### src/afr_pkg.sv
// shared types and constants of the addressed frame receiver
package afr_pkg;

	localparam int CFG_IDX_W = 1;

	localparam logic [CFG_IDX_W-1:0] REG_OWN_ADDR   = 1'b0;
	localparam logic [CFG_IDX_W-1:0] REG_BCAST_ADDR = 1'b1;

	localparam logic [7:0] OWN_ADDR_RESET   = 8'h0C;
	localparam logic [7:0] BCAST_ADDR_RESET = 8'h3F;

	typedef struct packed {
		logic [7:0] frame_byte;
		logic [4:0] position;
		logic       is_broadcast;
		logic       last_byte;
		logic       length_error;
	} afr_result_t;

endpackage

### src/afr_parse.sv
// frame state tracking and per-byte decode
module afr_parse #(
	parameter int MAX_DATA = 16
) (
	input  logic                clk,
	input  logic                arst_n,
	input  logic                take,
	input  logic [7:0]          rx_byte,
	input  logic [7:0]          own_addr,
	input  logic [7:0]          bcast_addr,
	output logic                produce,
	output afr_pkg::afr_result_t res
);
	import afr_pkg::*;

	localparam int CNT_W = $clog2(MAX_DATA + 4);
	localparam int LEN_W = $clog2(MAX_DATA + 1);

	logic             in_frame_q;
	logic [CNT_W-1:0] byte_count_q;
	logic [LEN_W-1:0] data_length_q;
	logic             bcast_seen_q;

	logic             hit_own;
	logic             hit_bcast;
	logic             too_long;
	logic             at_len;
	logic             at_end;

	assign hit_own   = (rx_byte == own_addr);
	assign hit_bcast = (rx_byte == bcast_addr);
	assign too_long  = (rx_byte > 8'(MAX_DATA));
	assign at_len    = (byte_count_q == CNT_W'(1));
	// final position is three past the length byte value
	assign at_end    = (byte_count_q == CNT_W'(3) + CNT_W'(data_length_q));

	always_comb begin
		res.frame_byte   = rx_byte;
		res.position     = 5'(byte_count_q);
		res.is_broadcast = bcast_seen_q;
		res.last_byte    = 1'b0;
		res.length_error = 1'b0;
		produce          = 1'b1;
		if (!in_frame_q) begin
			produce          = hit_own | hit_bcast;
			res.position     = '0;
			res.is_broadcast = hit_bcast;
		end else if (at_len) begin
			res.last_byte    = too_long;
			res.length_error = too_long;
		end else begin
			res.last_byte    = at_end;
		end
	end

	always_ff @(posedge clk or negedge arst_n) begin
		if (!arst_n) begin
			in_frame_q    <= 1'b0;
			byte_count_q  <= '0;
			data_length_q <= '0;
			bcast_seen_q  <= 1'b0;
		end else if (take) begin
			if (!in_frame_q) begin
				if (hit_own | hit_bcast) begin
					in_frame_q   <= 1'b1;
					bcast_seen_q <= hit_bcast;
					byte_count_q <= CNT_W'(1);
				end
			end else if (at_len) begin
				if (too_long) begin
					in_frame_q   <= 1'b0;
					byte_count_q <= '0;
				end else begin
					data_length_q <= LEN_W'(rx_byte);
					byte_count_q  <= CNT_W'(2);
				end
			end else if (at_end) begin
				in_frame_q   <= 1'b0;
				byte_count_q <= '0;
			end else begin
				byte_count_q <= byte_count_q + CNT_W'(1);
			end
		end
	end

endmodule

### src/afr_out_buf.sv
// result register with one skid entry
module afr_out_buf (
	input  logic                clk,
	input  logic                arst_n,
	input  logic                push,
	input  afr_pkg::afr_result_t push_data,
	output logic                space,
	output logic                out_valid,
	input  logic                out_ready,
	output afr_pkg::afr_result_t out_data
);
	import afr_pkg::*;

	logic        main_v_q;
	logic        skid_v_q;
	afr_result_t main_q;
	afr_result_t skid_q;
	logic        pop;

	assign space     = !skid_v_q;
	assign out_valid = main_v_q;
	assign out_data  = main_q;
	assign pop       = main_v_q && out_ready;

	always_ff @(posedge clk or negedge arst_n) begin
		if (!arst_n) begin
			main_v_q <= 1'b0;
			skid_v_q <= 1'b0;
		end else if (pop) begin
			if (skid_v_q) begin
				skid_v_q <= 1'b0;
			end else begin
				main_v_q <= push;
			end
		end else if (!main_v_q) begin
			main_v_q <= push;
		end else if (push) begin
			skid_v_q <= 1'b1;
		end
	end

	// payload registers, no reset needed
	always_ff @(posedge clk) begin
		if (pop) begin
			main_q <= skid_v_q ? skid_q : push_data;
		end else if (!main_v_q) begin
			main_q <= push_data;
		end else if (push) begin
			skid_q <= push_data;
		end
	end

endmodule

### src/addressed_frame_receiver_top.sv
// addressed frame receiver: the result of an input transfer is registered before it shows on out_valid
// throughput one byte per cycle while in_ready is high; the frame decode is one compare and count step
// a result register plus one skid entry let input continue one byte past a stall
// reset clears the frame state, drops pending results and loads the addresses
// 0x0C (own) and 0x3F (broadcast)
module addressed_frame_receiver_top #(
	parameter int MAX_DATA = 16
) (
	input  logic                          clk,
	input  logic                          arst_n,
	input  logic                          in_valid,
	output logic                          in_ready,
	input  logic [7:0]                    rx_byte,
	output logic                          out_valid,
	input  logic                          out_ready,
	output logic [7:0]                    frame_byte,
	output logic [4:0]                    position,
	output logic                          is_broadcast,
	output logic                          last_byte,
	output logic                          length_error,
	input  logic                          wr_en,
	input  logic [afr_pkg::CFG_IDX_W-1:0] wr_index,
	input  logic [7:0]                    wr_data
);
	import afr_pkg::*;

	logic [7:0]  own_addr_q;
	logic [7:0]  bcast_addr_q;
	logic        take;
	logic        produce;
	afr_result_t res;
	afr_result_t out_res;

	always_ff @(posedge clk or negedge arst_n) begin
		if (!arst_n) begin
			own_addr_q   <= OWN_ADDR_RESET;
			bcast_addr_q <= BCAST_ADDR_RESET;
		end else if (wr_en) begin
			case (wr_index)
				REG_OWN_ADDR:   own_addr_q   <= wr_data;
				REG_BCAST_ADDR: bcast_addr_q <= wr_data;
				default: ;
			endcase
		end
	end

	assign take = in_valid && in_ready;

	afr_parse #(
		.MAX_DATA(MAX_DATA)
	) u_parse (
		.clk       (clk),
		.arst_n    (arst_n),
		.take      (take),
		.rx_byte   (rx_byte),
		.own_addr  (own_addr_q),
		.bcast_addr(bcast_addr_q),
		.produce   (produce),
		.res       (res)
	);

	afr_out_buf u_out_buf (
		.clk      (clk),
		.arst_n   (arst_n),
		.push     (take && produce),
		.push_data(res),
		.space    (in_ready),
		.out_valid(out_valid),
		.out_ready(out_ready),
		.out_data (out_res)
	);

	assign frame_byte   = out_res.frame_byte;
	assign position     = out_res.position;
	assign is_broadcast = out_res.is_broadcast;
	assign last_byte    = out_res.last_byte;
	assign length_error = out_res.length_error;

endmodule

### config.mk
export PLATFORM = sky130hd
export DESIGN_NAME = addressed_frame_receiver_top
export DESIGN_NICKNAME = d
export VERILOG_FILES = /design/src/afr_pkg.sv /design/src/afr_parse.sv /design/src/afr_out_buf.sv /design/src/addressed_frame_receiver_top.sv
export SDC_FILE = /design/constraint.sdc
export NUM_CORES = 1
export LEC_CHECK = 0
export ABC_CLOCK_PERIOD_IN_PS = 5800
export CAP_MARGIN = 15
export CORE_AREA = 2 2 75 92
export DETAILED_ROUTE_END_ITERATION = 8
export DIE_AREA = 0 0 77 94
export DONT_BUFFER_PORTS = 1
export GPL_TIMING_DRIVEN = 0
export HOLD_SLACK_MARGIN = 0.08
export PLACE_DENSITY = 0.61
export SYNTH_ARGS = -nofsm -noshare
export SYNTH_HDL_FRONTEND = slang
export SYNTH_SLANG_ARGS = --single-unit
### constraint.sdc
create_clock -name clk -period 5.8 [get_ports clk]
set_input_delay 0.87 -clock clk [delete_from_list [all_inputs] [get_ports clk]]
set_output_delay 0.87 -clock clk [all_outputs]
set_load 0.005 [all_outputs]
==> impl_results.md <==
* Outcome: finished clean
* Setup TNS at 0 ns
* Final Wtd Congestion at 0.852
* DP Wirelength at 3710 um
* Grt total ovfl at 0
* Average size of a mapped cell at 14.2 um2
* RSZ-0062 raised after global routing: false
* CP Capture Type: flop
* CTS root buf: clkbuf_8
* Total GRT Usage at 0.162
* CP bufs+invs at 1
* Post-cts hold buffer count at 0
* Setup violators final at 0
* Worst skew pair latency at 0.33 ns
* Hold crit path type: input port to asynchronous set/reset pin
* Clk slew on worst S/H paths at 0.07 ns
* Vias at 1618
* Layout cells sized above 1 at 0.288
* PortBufs at 0
* Boundary Pins at 40
* PwrDens at 390 nW/um2
* Postcts setup bufs at 0
* Cells after synthesis at 202
* Chip height at 94 um
* CP arrival at 2.68 ns
* Pin count of the biggest net entering global routing at 31
* Crit-path max cell delay at 0.64 ns
* CP delay by family, top: simple AND/OR/NAND/NOR gates
* Post-CTS sizing at 0
* CTS buffer count at 9
* Slew Limit Fails at 0
* Initial Utilization at 0.452
* Die outline area at 7240 um2
* Residual DRC count at 0
* Final instance area at 3130 um2
* First-pass GRT wire length at 8690 um
* Clk buf depth at 2
* Nets at 239
* Number of synthesized register bits at 62
* Slowest-stage cell, CP: nor2b_1
* Row cnt at 32
* Maximum vdd drop at 0.151 mV
* Number of global-route vias before repair at 1735
* Slew headroom at 0.509
* Netlist Area Pre-Place at 2860 um2
* Post-synthesis sequential area ratio at 0.602
* Final Hold Viols at 0
* Critical path type: input port to flop
* Die W at 77 um
* Max_cap viols at 0
* Req. time, crit path at 5.84 ns
* Remaining antenna violation count after routing at 0
* Drt total wl at 5190 um
* Syn Nets at 227
* Tcrit/Tclk final at 0.455
* LEAKAGE at 1.16 nW
* Initial DRC Count at 91
* Crit path cell chain: xnor2_1, nand4_1, nor2_1, o31a_1, nor2b_1, buf_6
* Worst slew pin tran at 0.735 ns
* Register area at 1720 um2
* Area after DPL at 2980 um2
* Final worst slack at 3.16 ns
* CP Max Fanout at 9
* Wire per inst at 17.1 um
* Yosys cell types at 42
* Initial antenna violation count at 0
* First-pass iteration count of the detailed router at 4
* Area grow syn2layout at 9.58%
* Fin crit period at 2.64 ns
* Vias per inst at 5.32
* Htree depth at 3
* Most frequent cells in the layout: mux2_2, edfxtp_1, dfrtp_1
* CTS tree: built
* Final clock skew at 0.00740 ns
* Number of diodes at 0
* Power Total at 1.22 mW
* Fill cell count at 586
* Multi-input combinational cell area at 1080 um2
* Fmax at 379 MHz
* Synth warnings at 0
* Sink Count at 62
* Pre-CTS WS at 2.80 ns
* Core area at 6330 um2
* Startpoint types: input port
-- metal layers --
layer	track usage	wire length, um	vias to the layer above
li1	-	-	764
met1	0.195	2290	798
met2	0.256	2510	48
met3	0.0596	317	8
met4	0.0804	87	0
met5	0	0	-
-- state kept, by name, indices dropped and copies added (netlist names) --
| register | count |
|---|---|
| u_parse.in_frame_q | 1 |
| bcast_addr_q | 8 |
| own_addr_q | 8 |
| u_parse.bcast_seen_q | 1 |
| u_parse.data_length_q | 5 |
| u_out_buf.skid_v_q | 1 |
| u_out_buf.skid_q | 16 |
| u_out_buf.out_valid | 1 |
| u_out_buf.out_data | 16 |
| u_parse.byte_count_q | 5 |
-- where the power goes --
| part | leakage (nW) | total, mW | switching (mW) | internal, mW |
|---|---|---|---|---|
| sequential | 0.655 | 0.660 | 0.0690 | 0.591 |
| combinational | 0.429 | 0.256 | 0.135 | 0.121 |
| clock | 0.0786 | 0.305 | 0.156 | 0.149 |
| total | 1.16 | 1.22 | 0.360 | 0.862 |
-- area by class of cell --
type / instances / share of cell area
Multi-Input combinational cell: 126 / 0.343
Inverter: 9 / 0.0108
Timing Repair Buffer: 1 / 0.00359
Clock inverter: 6 / 0.00919
Buffer: 5 / 0.00879
Tap cell: 85 / 0.0339
Clock buffer: 10 / 0.0407
Sequential cell: 62 / 0.550
-- final timing paths --
check	startpoint	endpoint	slack (ns)	cells after the start
setup / recovery	rx_byte[2]	u_out_buf.skid_q[10]$_DFFE_PP_	3.16	6
hold / removal	arst_n	u_parse.in_frame_q$_DFFE_PN0P_	0.23	0
max in group asynchronous	arst_n	bcast_addr_q[1]$_DFFE_PN1P_	5.39	0
hold reg to reg	u_parse.bcast_seen_q$_DFFE_PN0P_	u_parse.bcast_seen_q$_DFFE_PN0P_	0.51	1
setup reg to reg	bcast_addr_q[2]$_DFFE_PN1P_	u_out_buf.skid_q[10]$_DFFE_PP_	3.18	6
min in group clk	u_parse.bcast_seen_q$_DFFE_PN0P_	u_parse.bcast_seen_q$_DFFE_PN0P_	0.51	1
-- cells by family after synthesis --
family | share of synthesized area
simple gates | 0.0845
compound gates | 0.0591
xor+xnor | 0.0674
mux | 0.152
buf+inv | 0.0214
flops | 0.602
fa+ha+maj | 0.0131
-- worst register-to-register path, stage by stage, from the launching register on --
cell and delay (ns):
dfstp_2 0.54, xnor2_1 0.12, nand4_1 0.20, nor2_1 0.23, o31a_1 0.37, nor2b_1 0.64, buf_6 0.24
-- synthesized netlist by cell type --
master / number / area, um2
nor2_1: 10 / 37.5
a21oi_2: 1 / 8.76
o22a_1: 1 / 8.76
o221ai_1: 2 / 17.5
a21oi_1: 2 / 10.0
nand3_1: 5 / 25.0
nand4_1: 8 / 50.1
nor3_1: 1 / 5.00
xor2_1: 2 / 17.5
buf_2: 1 / 5.00
and2_1: 2 / 12.5
nor2b_1: 3 / 18.8
a211o_1: 1 / 8.76
o21ai_0: 2 / 10.0
nor4b_1: 1 / 8.76
a22oi_1: 1 / 7.51
nor3b_1: 1 / 7.51
a211oi_1: 2 / 15.0
o31a_1: 1 / 8.76
mux2_4: 5 / 75.1
o21a_1: 1 / 7.51
edfxtp_1: 32 / 961
a22o_1: 1 / 8.76
or2_1: 1 / 6.26
inv_1: 9 / 33.8
o41ai_1: 1 / 8.76
clkbuf_1: 2 / 7.51
buf_1: 1 / 3.75
and3_1: 1 / 6.26
nand2b_1: 2 / 12.5
ha_1: 3 / 37.5
o31ai_1: 1 / 7.51
nand2_1: 7 / 26.3
o311ai_4: 1 / 26.3
nor4b_2: 1 / 15.0
buf_6: 1 / 11.3
o211ai_1: 2 / 15.0
and4b_1: 1 / 10.0
dfstp_2: 8 / 210
mux2_2: 32 / 360
dfrtp_1: 22 / 551
xnor2_1: 20 / 175
-- stage by stage --
stage | hold slack [ns] | util | cells
floorplan | 0.466 | - | 202
finish | 0.230 | 0.495 | 304
global placement | 0.488 | 0.469 | 287
detailed placement | 0.496 | 0.471 | 288
CTS | 0.210 | 0.495 | 304
global route | 0.207 | 0.495 | 304
No activity file was read; power rests on OpenSTA's default activity.
